**config.mk**
```make
export PLATFORM = sky130hd
export DESIGN_NAME = puck_rebound_predictor
export DESIGN_NICKNAME = d
export VERILOG_FILES = /design/src/rtl/core/prp_pkg.sv /design/src/rtl/core/prp_div.sv /design/src/rtl/core/prp_csr.sv /design/src/rtl/core/puck_rebound_predictor.sv
export SDC_FILE = /design/constraint.sdc
export NUM_CORES = 2
export LEC_CHECK = 0
export BUFFER_PORTS_ARGS = -buffer_cell sky130_fd_sc_hd__clkbuf_2
export CORE_MARGIN = 5
export CORE_UTILIZATION = 35
export CTS_BUF_LIST = sky130_fd_sc_hd__clkbuf_4 sky130_fd_sc_hd__clkbuf_8 sky130_fd_sc_hd__clkbuf_16
export CTS_CLUSTER_SIZE = 24
export DETAILED_ROUTE_END_ITERATION = 16
export GPL_TIMING_DRIVEN = 0
export SYNTH_ARGS = -nofsm -noshare
export SYNTH_HDL_FRONTEND = slang
export SYNTH_SLANG_ARGS = --single-unit
```
**constraint.sdc**
```tcl
create_clock -name clock -period 31.7 [get_ports clock]
set_input_delay 6.34 -clock clock [delete_from_list [all_inputs] [get_ports clock]]
set_output_delay 6.34 -clock clock [all_outputs]
set_load 0.01 [all_outputs]
```
**src/rtl/core/prp_pkg.sv**
```systemverilog
`timescale 1ns / 1ps
// ---------------------------------------------------------------------------
// prp_pkg
// Shared types, widths and saturation helpers for the rebound predictor.
// ---------------------------------------------------------------------------
package prp_pkg;

   localparam int COORD_BITS = 11;
   localparam int FRAC_BITS  = 20;
   localparam int SLOPE_W    = 40;
   localparam int ICPT_W     = 48;
   localparam int PT_W       = 24;
   localparam int NUM_W      = 50;
   localparam int DEN_W      = 41;
   localparam int MUL_A_W    = 40;
   localparam int MUL_B_W    = 13;
   localparam int PROD_W     = MUL_A_W + MUL_B_W;
   localparam int BNC_W      = 5;
   localparam int ADDR_W     = 5;

   typedef enum logic [2:0] {
      REG_LEFT_WALL  = 3'd0,
      REG_RIGHT_WALL = 3'd1,
      REG_CENTER     = 3'd2,
      REG_MARGIN     = 3'd3,
      REG_BIAS       = 3'd4,
      REG_LIMIT      = 3'd5
   } reg_idx_type;

   typedef struct packed {
      logic [COORD_BITS-1:0]  left_wall_x;
      logic [COORD_BITS-1:0]  right_wall_x;
      logic [COORD_BITS-1:0]  center_x;
      logic [7:0]             wall_margin;
      logic signed [20:0]     slope_bias;
      logic [3:0]             rebound_limit;
   } cfg_type;

   function automatic logic signed [PT_W-1:0] sat_pt(input logic signed [63:0] v);
      logic signed [63:0] hi;
      logic signed [63:0] lo;
      hi = (64'sd1 <<< (PT_W - 1)) - 64'sd1;
      lo = -hi - 64'sd1;
      if (v > hi) return hi[PT_W-1:0];
      if (v < lo) return lo[PT_W-1:0];
      return v[PT_W-1:0];
   endfunction

   function automatic logic signed [SLOPE_W-1:0] sat_slope(input logic signed [63:0] v);
      logic signed [63:0] hi;
      logic signed [63:0] lo;
      hi = (64'sd1 <<< (SLOPE_W - 1)) - 64'sd1;
      lo = -hi - 64'sd1;
      if (v > hi) return hi[SLOPE_W-1:0];
      if (v < lo) return lo[SLOPE_W-1:0];
      return v[SLOPE_W-1:0];
   endfunction

   function automatic logic signed [ICPT_W-1:0] sat_icpt(input logic signed [63:0] v);
      logic signed [63:0] hi;
      logic signed [63:0] lo;
      hi = (64'sd1 <<< (ICPT_W - 1)) - 64'sd1;
      lo = -hi - 64'sd1;
      if (v > hi) return hi[ICPT_W-1:0];
      if (v < lo) return lo[ICPT_W-1:0];
      return v[ICPT_W-1:0];
   endfunction

endpackage

```
**src/rtl/core/prp_div.sv**
```systemverilog
`timescale 1ns / 1ps
// ---------------------------------------------------------------------------
// prp_div
// Signed restoring divider, one quotient bit per cycle, truncates toward zero.
// ---------------------------------------------------------------------------
module prp_div (
   input  logic                              clock,
   input  logic                              reset,
   input  logic                              start,
   input  logic signed [prp_pkg::NUM_W-1:0]  num,
   input  logic signed [prp_pkg::DEN_W-1:0]  den,
   output logic                              done,
   output logic signed [prp_pkg::NUM_W-1:0]  quo
);
   import prp_pkg::*;

   localparam int CNT_W = $clog2(NUM_W + 1);

   logic              busy_ff, busy_in;
   logic              done_ff, done_in;
   logic [CNT_W-1:0]  cnt_ff, cnt_in;
   logic [NUM_W-1:0]  q_ff, q_in;
   logic [DEN_W-1:0]  d_ff, d_in;
   logic [DEN_W-1:0]  r_ff, r_in;
   logic              neg_ff, neg_in;
   logic [DEN_W:0]    r_shift;
   logic [DEN_W:0]    r_diff;

   always_comb begin
      busy_in = busy_ff;
      done_in = 1'b0;
      cnt_in  = cnt_ff;
      q_in    = q_ff;
      d_in    = d_ff;
      r_in    = r_ff;
      neg_in  = neg_ff;
      r_shift = {r_ff, q_ff[NUM_W-1]};
      r_diff  = r_shift - {1'b0, d_ff};
      if (start) begin
         busy_in = 1'b1;
         cnt_in  = CNT_W'(NUM_W);
         q_in    = num[NUM_W-1] ? NUM_W'(-num) : NUM_W'(num);
         d_in    = den[DEN_W-1] ? DEN_W'(-den) : DEN_W'(den);
         r_in    = '0;
         neg_in  = num[NUM_W-1] ^ den[DEN_W-1];
      end else if (busy_ff) begin
         if (!r_diff[DEN_W]) begin
            r_in = r_diff[DEN_W-1:0];
            q_in = {q_ff[NUM_W-2:0], 1'b1};
         end else begin
            r_in = r_shift[DEN_W-1:0];
            q_in = {q_ff[NUM_W-2:0], 1'b0};
         end
         cnt_in = cnt_ff - CNT_W'(1);
         if (cnt_ff == CNT_W'(1)) begin
            busy_in = 1'b0;
            done_in = 1'b1;
         end
      end
   end

   always_ff @(posedge clock) begin
      if (reset) begin
         busy_ff <= 1'b0;
         done_ff <= 1'b0;
         cnt_ff  <= '0;
      end else begin
         busy_ff <= busy_in;
         done_ff <= done_in;
         cnt_ff  <= cnt_in;
      end
      q_ff   <= q_in;
      d_ff   <= d_in;
      r_ff   <= r_in;
      neg_ff <= neg_in;
   end

   assign done = done_ff;
   assign quo  = neg_ff ? -$signed(q_ff) : $signed(q_ff);

endmodule

```
**src/rtl/core/prp_csr.sv**
```systemverilog
`timescale 1ns / 1ps
// ---------------------------------------------------------------------------
// prp_csr
// APB-style register file: walls, centre, margin, slope bias, bounce limit.
// ---------------------------------------------------------------------------
module prp_csr (
   input  logic                         clock,
   input  logic                         reset,
   input  logic                         psel,
   input  logic                         penable,
   input  logic                         pwrite,
   input  logic [prp_pkg::ADDR_W-1:0]   paddr,
   input  logic [31:0]                  pwdata,
   output logic [31:0]                  prdata,
   output logic                         pready,
   output prp_pkg::cfg_type             cfg
);
   import prp_pkg::*;

   cfg_type     cfg_ff;
   reg_idx_type idx;
   logic        wr;

   assign idx    = reg_idx_type'(paddr[4:2]);
   assign wr     = psel && penable && pwrite;
   assign pready = 1'b1;
   assign cfg    = cfg_ff;

   always_ff @(posedge clock) begin
      if (reset) begin
         cfg_ff.left_wall_x   <= 11'd0;
         cfg_ff.right_wall_x  <= 11'd2047;
         cfg_ff.center_x      <= 11'd1024;
         cfg_ff.wall_margin   <= 8'd10;
         cfg_ff.slope_bias    <= 21'sd209715;
         cfg_ff.rebound_limit <= 4'd3;
      end else if (wr) begin
         case (idx)
            REG_LEFT_WALL:  cfg_ff.left_wall_x   <= pwdata[COORD_BITS-1:0];
            REG_RIGHT_WALL: cfg_ff.right_wall_x  <= pwdata[COORD_BITS-1:0];
            REG_CENTER:     cfg_ff.center_x      <= pwdata[COORD_BITS-1:0];
            REG_MARGIN:     cfg_ff.wall_margin   <= pwdata[7:0];
            REG_BIAS:       cfg_ff.slope_bias    <= pwdata[20:0];
            REG_LIMIT:      cfg_ff.rebound_limit <= pwdata[3:0];
            default: ;
         endcase
      end
   end

   always_comb begin
      case (idx)
         REG_LEFT_WALL:  prdata = 32'(cfg_ff.left_wall_x);
         REG_RIGHT_WALL: prdata = 32'(cfg_ff.right_wall_x);
         REG_CENTER:     prdata = 32'(cfg_ff.center_x);
         REG_MARGIN:     prdata = 32'(cfg_ff.wall_margin);
         REG_BIAS:       prdata = {11'd0, cfg_ff.slope_bias};
         REG_LIMIT:      prdata = 32'(cfg_ff.rebound_limit);
         default:        prdata = 32'd0;
      endcase
   end

endmodule

```
**src/rtl/core/puck_rebound_predictor.sv**
```systemverilog
`timescale 1ns / 1ps
// Flow: each line solve is a pass of the shared bit-serial divider; mode 0
//   fits the line, then solves once plus once more per bounce; mode 1 solves
//   once and adds a multiply when the wall is hit; straight motion or a flat
//   stored line skips the divider.
// Throughput: one item at a time; the next transfer is taken once the result is
//   handed to the output register; the divider and output stalls set the rate.
// Reset: synchronous, active high; clears control and stored line, presets CSRs.
// ---------------------------------------------------------------------------
// puck_rebound_predictor
// Fits a line through two puck points, solves for the crossing of a target
// row and mirrors the line off the inset walls until it lands between them.
// ---------------------------------------------------------------------------
module puck_rebound_predictor (
   input  logic                                 clock,
   input  logic                                 reset,
   input  logic                                 req_valid,
   output logic                                 req_ready,
   input  logic                                 req_mode,
   input  logic [prp_pkg::COORD_BITS-1:0]       req_first_x,
   input  logic [prp_pkg::COORD_BITS-1:0]       req_first_y,
   input  logic [prp_pkg::COORD_BITS-1:0]       req_second_x,
   input  logic [prp_pkg::COORD_BITS-1:0]       req_second_y,
   input  logic [prp_pkg::COORD_BITS-1:0]       req_line_y,
   output logic                                 rsp_valid,
   input  logic                                 rsp_ready,
   output logic signed [prp_pkg::PT_W-1:0]      rsp_point_x,
   output logic signed [prp_pkg::PT_W-1:0]      rsp_point_y,
   output logic                                 rsp_ok,
   input  logic                                 psel,
   input  logic                                 penable,
   input  logic                                 pwrite,
   input  logic [prp_pkg::ADDR_W-1:0]           paddr,
   input  logic [31:0]                          pwdata,
   output logic [31:0]                          prdata,
   output logic                                 pready
);
   import prp_pkg::*;

   // Sequencer states. Each *_DIV state waits on the shared divider.
   typedef enum logic [3:0] {
      S_IDLE, S_DISPATCH, S_FIT_DIV, S_FIT_MUL, S_FIT_ICPT, S_TX_START, S_TX_DIV,
      S_BNC_MUL, S_BNC_UPD, S_M1_DIV, S_M1_MUL, S_M1_SUM, S_EMIT
   } state_type;

   cfg_type cfg;

   prp_csr u_csr (
      .clock   (clock),
      .reset   (reset),
      .psel    (psel),
      .penable (penable),
      .pwrite  (pwrite),
      .paddr   (paddr),
      .pwdata  (pwdata),
      .prdata  (prdata),
      .pready  (pready),
      .cfg     (cfg)
   );

   state_type                   state_ff, state_in;
   logic                        mode_ff;
   logic [COORD_BITS-1:0]       x1_ff, y1_ff, x2_ff, y2_ff, ly_ff;
   logic signed [SLOPE_W-1:0]   slope_ff, slope_in;
   logic signed [ICPT_W-1:0]    icpt_ff, icpt_in;
   logic signed [MUL_B_W-1:0]   wall_ff, wall_in;
   logic signed [NUM_W-1:0]     xq_ff, xq_in;
   logic [BNC_W-1:0]            bnc_ff, bnc_in;
   logic signed [PT_W-1:0]      res_x_ff, res_x_in, res_y_ff, res_y_in;
   logic                        res_ok_ff, res_ok_in;
   logic                        rsp_valid_ff;
   logic signed [PT_W-1:0]      rsp_x_ff, rsp_y_ff;
   logic                        rsp_ok_ff;
   logic signed [PROD_W-1:0]    prod_ff;

   // shared multiplier operands
   logic signed [MUL_A_W-1:0]   mul_a;
   logic signed [MUL_B_W-1:0]   mul_b;

   // divider
   logic                        div_start;
   logic signed [NUM_W-1:0]     div_num;
   logic signed [DEN_W-1:0]     div_den;
   logic                        div_done;
   logic signed [NUM_W-1:0]     div_quo;

   prp_div u_div (
      .clock (clock),
      .reset (reset),
      .start (div_start),
      .num   (div_num),
      .den   (div_den),
      .done  (div_done),
      .quo   (div_quo)
   );

   // Derived terms
   logic signed [COORD_BITS+1:0] dx, dy;
   logic signed [MUL_B_W-1:0]    left_in, right_in;
   logic signed [SLOPE_W-1:0]    a_int;   // slope truncated toward zero
   logic signed [ICPT_W-1:0]     b_int;   // intercept truncated toward zero
   logic signed [NUM_W-1:0]      ly_fx;
   logic signed [SLOPE_W+1:0]    slope_next;
   logic signed [63:0]           wide_v;
   logic                         out_free;

   assign dx      = $signed({2'b00, x2_ff}) - $signed({2'b00, x1_ff});
   assign dy      = $signed({2'b00, y2_ff}) - $signed({2'b00, y1_ff});
   assign left_in = $signed(MUL_B_W'(cfg.left_wall_x)) + $signed(MUL_B_W'(cfg.wall_margin));
   assign right_in = $signed(MUL_B_W'(cfg.right_wall_x)) - $signed(MUL_B_W'(cfg.wall_margin));
   assign ly_fx   = $signed(NUM_W'(ly_ff)) <<< FRAC_BITS;
   assign a_int   = (slope_ff >>> FRAC_BITS)
                    + ((slope_ff < 0 && slope_ff[FRAC_BITS-1:0] != '0) ?
                       SLOPE_W'(1) : SLOPE_W'(0));
   assign b_int   = (icpt_ff >>> FRAC_BITS)
                    + ((icpt_ff < 0 && icpt_ff[FRAC_BITS-1:0] != '0) ?
                       ICPT_W'(1) : ICPT_W'(0));
   assign out_free = !rsp_valid_ff || rsp_ready;

   assign req_ready   = (state_ff == S_IDLE);
   assign rsp_valid   = rsp_valid_ff;
   assign rsp_point_x = rsp_x_ff;
   assign rsp_point_y = rsp_y_ff;
   assign rsp_ok      = rsp_ok_ff;

   always_comb begin
      state_in  = state_ff;
      slope_in  = slope_ff;
      icpt_in   = icpt_ff;
      wall_in   = wall_ff;
      xq_in     = xq_ff;
      bnc_in    = bnc_ff;
      res_x_in  = res_x_ff;
      res_y_in  = res_y_ff;
      res_ok_in = res_ok_ff;
      div_start = 1'b0;
      div_num   = '0;
      div_den   = '0;
      mul_a     = slope_ff;
      mul_b     = wall_ff;
      slope_next = '0;
      wide_v    = '0;

      case (state_ff)
         S_IDLE: begin
            if (req_valid) state_in = S_DISPATCH;
         end
         S_DISPATCH: begin
            if (mode_ff) begin
               if (a_int == 0) begin
                  res_x_in  = '0;
                  res_y_in  = '0;
                  res_ok_in = 1'b1;
                  state_in  = S_EMIT;
               end else begin
                  div_start = 1'b1;
                  div_num   = $signed(NUM_W'(ly_ff)) - NUM_W'(b_int);
                  div_den   = DEN_W'(a_int);
                  state_in  = S_M1_DIV;
               end
            end else if (dx == 0 || dy == 0) begin
               // straight vertical or horizontal motion: drop the line
               slope_in  = '0;
               icpt_in   = '0;
               res_x_in  = PT_W'(cfg.center_x);
               res_y_in  = PT_W'(ly_ff);
               res_ok_in = 1'b0;
               state_in  = S_EMIT;
            end else begin
               div_start = 1'b1;
               div_num   = NUM_W'(dy) <<< FRAC_BITS;
               div_den   = DEN_W'(dx);
               bnc_in    = '0;
               state_in  = S_FIT_DIV;
            end
         end
         S_FIT_DIV: begin
            if (div_done) begin
               if (div_quo == 0) begin
                  slope_in  = '0;
                  icpt_in   = '0;
                  res_x_in  = PT_W'(cfg.center_x);
                  res_y_in  = PT_W'(ly_ff);
                  res_ok_in = 1'b0;
                  state_in  = S_EMIT;
               end else begin
                  slope_in = sat_slope(64'(div_quo));
                  state_in = S_FIT_MUL;
               end
            end
         end
         S_FIT_MUL: begin
            mul_b    = $signed(MUL_B_W'(x2_ff));
            state_in = S_FIT_ICPT;
         end
         S_FIT_ICPT: begin
            wide_v   = ($signed(64'(y2_ff)) <<< FRAC_BITS) - 64'(prod_ff);
            icpt_in  = sat_icpt(wide_v);
            state_in = S_TX_START;
         end
         S_TX_START: begin
            div_start = 1'b1;
            div_num   = ly_fx - NUM_W'(icpt_ff);
            div_den   = DEN_W'(slope_ff);
            state_in  = S_TX_DIV;
         end
         S_TX_DIV: begin
            if (div_done) begin
               if (div_quo < NUM_W'(left_in)) begin
                  wall_in  = left_in;
                  xq_in    = '0;      // left bounce
                  state_in = S_BNC_MUL;
               end else if (NUM_W'(right_in) < div_quo) begin
                  wall_in  = right_in;
                  xq_in    = NUM_W'(1); // right bounce
                  state_in = S_BNC_MUL;
               end else begin
                  res_x_in  = sat_pt(64'(div_quo));
                  res_y_in  = PT_W'(ly_ff);
                  res_ok_in = 1'b1;
                  state_in  = S_EMIT;
               end
            end
         end
         S_BNC_MUL: begin
            state_in = S_BNC_UPD;
         end
         S_BNC_UPD: begin
            // mirror off the wall: b += 2*a*wall, a = -a +/- bias
            wide_v  = 64'(icpt_ff) + (64'(prod_ff) <<< 1);
            icpt_in = sat_icpt(wide_v);
            if (xq_ff[0])
               slope_next = -(SLOPE_W+2)'(slope_ff) - (SLOPE_W+2)'(cfg.slope_bias);
            else
               slope_next = -(SLOPE_W+2)'(slope_ff) + (SLOPE_W+2)'(cfg.slope_bias);
            slope_in = sat_slope(64'(slope_next));
            bnc_in   = bnc_ff + BNC_W'(1);
            if (BNC_W'(cfg.rebound_limit) < bnc_in || slope_in == 0) begin
               res_x_in  = PT_W'(cfg.center_x);
               res_y_in  = PT_W'(ly_ff);
               res_ok_in = 1'b0;
               state_in  = S_EMIT;
            end else begin
               state_in = S_TX_START;
            end
         end
         S_M1_DIV: begin
            if (div_done) begin
               xq_in = div_quo;
               if (a_int < 0 && div_quo < $signed(NUM_W'(cfg.left_wall_x))) begin
                  wall_in  = MUL_B_W'(cfg.left_wall_x);
                  state_in = S_M1_MUL;
               end else if (a_int > 0 && $signed(NUM_W'(cfg.right_wall_x)) < div_quo) begin
                  wall_in  = MUL_B_W'(cfg.right_wall_x);
                  state_in = S_M1_MUL;
               end else begin
                  res_x_in  = sat_pt(64'(div_quo));
                  res_y_in  = PT_W'(ly_ff);
                  res_ok_in = 1'b1;
                  state_in  = S_EMIT;
               end
            end
         end
         S_M1_MUL: begin
            mul_a    = a_int;
            state_in = S_M1_SUM;
         end
         S_M1_SUM: begin
            wide_v    = 64'(prod_ff) + 64'(b_int);
            res_x_in  = PT_W'(wall_ff);
            res_y_in  = sat_pt(wide_v);
            res_ok_in = 1'b1;
            state_in  = S_EMIT;
         end
         S_EMIT: begin
            if (out_free) state_in = S_IDLE;
         end
         default: state_in = S_IDLE;
      endcase
   end

   always_ff @(posedge clock) begin
      if (reset) begin
         state_ff     <= S_IDLE;
         slope_ff     <= '0;
         icpt_ff      <= '0;
         rsp_valid_ff <= 1'b0;
         bnc_ff       <= '0;
      end else begin
         state_ff <= state_in;
         slope_ff <= slope_in;
         icpt_ff  <= icpt_in;
         bnc_ff   <= bnc_in;
         if (state_ff == S_EMIT && out_free)
            rsp_valid_ff <= 1'b1;
         else if (rsp_ready)
            rsp_valid_ff <= 1'b0;
      end
      if (state_ff == S_IDLE && req_valid) begin
         mode_ff <= req_mode;
         x1_ff   <= req_first_x;
         y1_ff   <= req_first_y;
         x2_ff   <= req_second_x;
         y2_ff   <= req_second_y;
         ly_ff   <= req_line_y;
      end
      if (state_ff == S_EMIT && out_free) begin
         rsp_x_ff  <= res_x_ff;
         rsp_y_ff  <= res_y_ff;
         rsp_ok_ff <= res_ok_ff;
      end
      wall_ff   <= wall_in;
      xq_ff     <= xq_in;
      res_x_ff  <= res_x_in;
      res_y_ff  <= res_y_in;
      res_ok_ff <= res_ok_in;
      prod_ff   <= mul_a * mul_b;
   end

endmodule

```
# Word level (Yosys, flattened, before mapping)
# Cells that the tools add are included.
[word_totals]
register_bits = 526
out_inout_bits = 84
[classes]
bitwise_logic = 2
muxes = 188
reduce_logical = 43
eq_ne = 36
multipliers = 1
magnitude_cmp = 21
add_sub_neg = 20
[op_table]
columns = ["cell", "n"]
rows = [
  ["24-bit 2-to-1 mux", 33],
  ["40-bit 2-to-1 mux", 15],
  ["48-bit 2-to-1 mux", 12],
  ["50-bit 2-to-1 mux", 7],
  ["24-bit case mux with 6 select lines", 2],
  ["48-bit case mux with 4 select lines", 1],
  ["41-bit 2-to-1 mux", 4],
  ["21-bit case mux with 6 select lines", 1],
  ["40-bit case mux with 3 select lines", 1],
  ["12-bit by 50-bit < comparator with 1-bit output", 2],
  ["50-bit negator", 2],
  ["50-bit case mux with 2 select lines", 1],
  ["13-bit 2-to-1 mux", 7],
  ["42-bit 2-to-1 mux", 2],
  ["41-bit case mux with 2 select lines", 1],
  ["40-bit zero test", 2],
  ["1-bit 2-to-1 mux", 77],
  ["32-bit zero test", 2],
  ["48-bit by 54-bit adder with 55-bit output", 1],
  ["55-bit by 48-bit greater-than comparator with 1-bit output, second input constant", 1],
  ["55-bit by 48-bit < comparator with 1-bit output, second input constant", 1],
  ["53-bit by 29-bit adder with 54-bit output", 1],
  ["54-bit by 24-bit greater-than comparator with 1-bit output, second input constant", 1],
  ["54-bit by 48-bit greater-than comparator with 1-bit output, second input constant", 1],
  ["other kinds (71)", 133],
]

# Logic depth before layout (Yosys ltp)
[depth]
word_depth = 21
depth_mapped = 41

# By module
# A second synthesis with hierarchy kept.
[hier_totals]
hier_cells = 7471
hier_area_um2 = 62657.6
[by_module_without_submodules]
columns = ["mod", "area_each_um2", "seq_area_each_um2", "cells_per_inst", "instances"]
rows = [
  ["puck_rebound_predictor", 48880.6, 8067.7, 5923, 1],
  ["prp_div", 10423.7, 3743.6, 1168, 1],
  ["prp_csr", 3353.2, 1321.3, 380, 1],
]

# Worst setup path after synthesis
# Ideal clock, no wire load.
[synth_timing]
kind = "input to output"
startpoint = "input port paddr[3] (netlist bit)"
endpoint = "output port prdata[0]"
required_time_ns = 25.360
slack_ns = 17.805
t_arrival_ns = 7.555
path_buffers = 3
path_stages = 5
cell_sequence = "clkbuf_1 > clkbuf_1 > clkbuf_1 > a31oi_1 > o22ai_1"
[synth_between]
elab_chain_len = 2
elab_cells_between_ends = 7
[synth_lines]
columns = ["item", "line", "text"]
rows = [
  ["from (decl)", "puck_rebound_predictor.sv:33", "input logic [prp_pkg::ADDR_W-1:0] paddr,"],
  ["3-bit equality test (tied with other cells)", "prp_csr.sv:51", "case (idx)"],
  ["21-bit case mux with 6 select lines *", "prp_csr.sv:51", ""],
  ["to (decl)", "puck_rebound_predictor.sv:35", "output logic [31:0] prdata,"],
]
# Mark *: on every way between the ends. The rest lies on a longest branch, timed or not.

# Worst setup path in the final report
[layout_timing]
startpoint = "input port paddr[3] (netlist bit)"
endpoint = "output port prdata[6]"
# Same word-level chain as after synthesis.

==> results_dict.tcl <==
set metrics [dict create \
    outcome "finished with violations" \
    violations "capacitance limit, slew limit" \
    vias 60700 \
    fin_worst_skew_ps 48.2 \
    p_leak_nw 30.0 \
    grt.total_usage_pct 26.4 \
    drt_pre_antenna_iters 10 \
    min_path_type "flop to flop" \
    end_kind "output port" \
    grt_pass1_vias 59200 \
    start_kind "input pin" \
    cts_resized 0 \
    syn_inst 7646 \
    die_area_sq_um 189000 \
    yosys_warnings 0 \
    cpPeakStageDelay_ps 510 \
    path_buf_inv 4 \
    period_needed_ps 14550 \
    place_congestion 1.05 \
    wl_per_cell_microns 25.3 \
    ant_nets 0 \
    finish.instance_area_sq_um 69600 \
    min_period_over_period_pct 45.9 \
    multiInputGateArea_sq_um 46300 \
    vias_per_cell 5.88 \
    hold_buffers 0 \
    die_w_microns 435 \
    seq_area_frac_synth_pct 20.8 \
    synth_edf_count 260 \
    postSynth.asyncResetShare_pct 0 \
    cp_cell_sequence "clkbuf_1, clkbuf_1, clkbuf_1, nor2_1, a21oi_1, o21ai_0, clkbuf_2" \
    worstPathMaxFanout 10 \
    pre_cts_ws_ps 17160 \
    synth-seq-cells 526 \
    peakVddDrop_mv 0.136 \
    netlist_top_cells_count "865 x nand2_1, 633 x nor2_1, 603 x inv_1, 586 x a21oi_1, 478 x ha_1" \
    power.density_nw_per_um2 103 \
    clkLatencyLatePin_ps 720 \
    grt_start_max_net_pins 57 \
    critPathMostFrequentCell "clkbuf_1" \
    post-dp-hpwl_mm 216 \
    antenna_found_initial 18 \
    hold_viol 0 \
    slew-limit-headroom_pct -0.239 \
    io_buffers 156 \
    ys_types 99 \
    cts_tree "yes" \
    power_mw 7.17 \
    synth_area_leaders "fa_1 15%, edfxtp_1 12%, ha_1 9.5%" \
    grt_first_pass_wirelength_mm 384 \
    nFillCells 18600 \
    fmax_ghz 0.0687 \
    maxCapViolCount 3 \
    initialDrtViolationCount 6021 \
    clockBufferDepth 3 \
    grt.overflow.total 0 \
    clkSlewWorstSetupHoldPaths_ps 60 \
    cpMaxStageDelayCell "clkbuf_1" \
    initial_core_util_pct 35.1 \
    crit_type "input pin to output port" \
    finalWorstSetupSlack_ps 17150 \
    syn2layout_area_growth_pct 10.0 \
    tightest_slew_ps 1460 \
    dp_cells 10200 \
    cp_data_arrival_time_ps 8210 \
    core_area_sq_um 180000 \
    clock-root-buffer "clkbuf_16" \
    regArea_sq_um 13100 \
    yosysMostFrequentCell "nand2_1" \
    cts_made_buffers 61 \
    htree_levels 2 \
    critPathRequiredTime_ps 25360 \
    finalSetupTns_ps 0 \
    drc 0 \
    num_io_pins 184 \
    rsz0062_at_grt "false" \
    netlist.area_leader.share_pct 14.8 \
    routed_wl_mm 261 \
    ys.flop_type "dfxtp_1" \
    avgSynthCellArea_sq_um 8.27 \
    synth_area_leader_cell "fa_1" \
    final_cells 10300 \
    final_layout_size_suffix_gt1_share_pct 5.33 \
    dpl_cell_area_sq_um 67300 \
    cts_num_sinks 526 \
    layout.nets 8947 \
    syn_area_sq_um 63200 \
    setup-violations-final 0 \
    rows 156 \
    critPathTopFamily "buffers and inverters" \
    slew_violations 8 \
    die_h_microns 435 \
    cts_setup_buffers 0 \
]
-- report_power, final --
| part | switching [mW] | internal, mW |
|---|---|---|
| Sequential | 0.234 | 0.988 |
| Clock | 0.343 | 0.445 |
| Combinational | 3.33 | 1.82 |
-- sequential cells by signal, summed over array words and instances (netlist names), 40 cells and up --
name,cells
u_div.d_ff,41
u_div.q_ff,50
u_csr.cfg,66
prod_ff,53
u_div.r_ff,41
icpt_ff,48
slope_ff,40
-- layout make-up --
| class | instances | area share (%) |
|---|---|---|
| tap | 2370 | 4.26 |
| inverter | 609 | 3.29 |
| buffer | 396 | 2.26 |
| timing repair buffer | 181 | 1.48 |
| sequential | 526 | 18.9 |
| clock buffer | 68 | 2.35 |
| clock inverter | 47 | 0.849 |
| multi-input combinational | 6126 | 66.6 |
| antenna | 8 | 0.0288 |
-- worst register-to-register path, delay by kind of cell, from the launching register on --
| family | cells | cell delay [ps] |
|---|---|---|
| buf+inv | 4 | 1350 |
| xor+xnor | 2 | 350 |
| flops | 1 | 300 |
| fa+ha+maj | 10 | 4070 |
| compound gates | 11 | 4150 |
| simple gates | 11 | 2990 |
-- per-layer routing --
metal  wire (microns)  track usage, %  up-vias
li1                 -               -    27500
met1           106000            33.6    29800
met2           116000            42.0     2747
met3            22700            5.96      666
met4            16500            13.9       10
met5               73               0        -
-- worst paths after layout --
| check | from | end | slack (ps) | cells past startpoint |
|---|---|---|---|---|
| min reg2reg | res_x_ff[10] | rsp_point_x[10] | 400 | 0 |
| max reg2reg | slope_ff[1] | prod_ff[52] | 18460 | 38 |
| max | paddr[3] | prdata[6] | 17150 | 7 |
| min | res_x_ff[10] | rsp_point_x[10] | 400 | 0 |
-- cell usage in the layout (no fill, tap or decap), types with 48 or more instances in the layout --
cell       instances
mux2i_1           97
and3_1            74
and2_1            59
clkbuf_16         63
edfxtp_1         260
xor2_1           223
fa_1             468
nand3_1          128
a21oi_1          585
a21o_1           261
o211ai_1          49
nor2b_1           55
ha_1             478
xnor2_1          335
o21bai_1          52
nor2_1           633
or3_1             60
clkbuf_1         342
a22oi_1           72
o21ai_0          411
inv_1            602
or4_1             48
dfxtp_1          266
nand2_1          865
a31oi_1           70
a211oi_1          59
clkbuf_2         158
nand2b_1          73
nor4_1            87
nor3_1           167
nand4_1           74
o21a_1            62
-- through the flow --
stage          util, %  hold WS, ps
2_1_floorplan        -          400
3_3_place_gp      37.2          404
3_5_place_dp      37.4          405
4_1_cts           38.6          382
5_1_grt           38.6          389
6_report          38.6          401
-- cell families after synthesis --
kind of cell,count (synthesis),share of synthesized area (%)
adder cells (fa/ha/maj),946,24.3
AO/OA/AOI/OAI,2017,20.7
flip-flops,526,20.8
buffers and inverters,1005,6.11
multiplexers,121,2.00
XOR/XNOR,558,7.73
other,2,0.0119
AND/OR/NAND/NOR,2471,18.4
No activity file was read; power rests on OpenSTA's default activity.
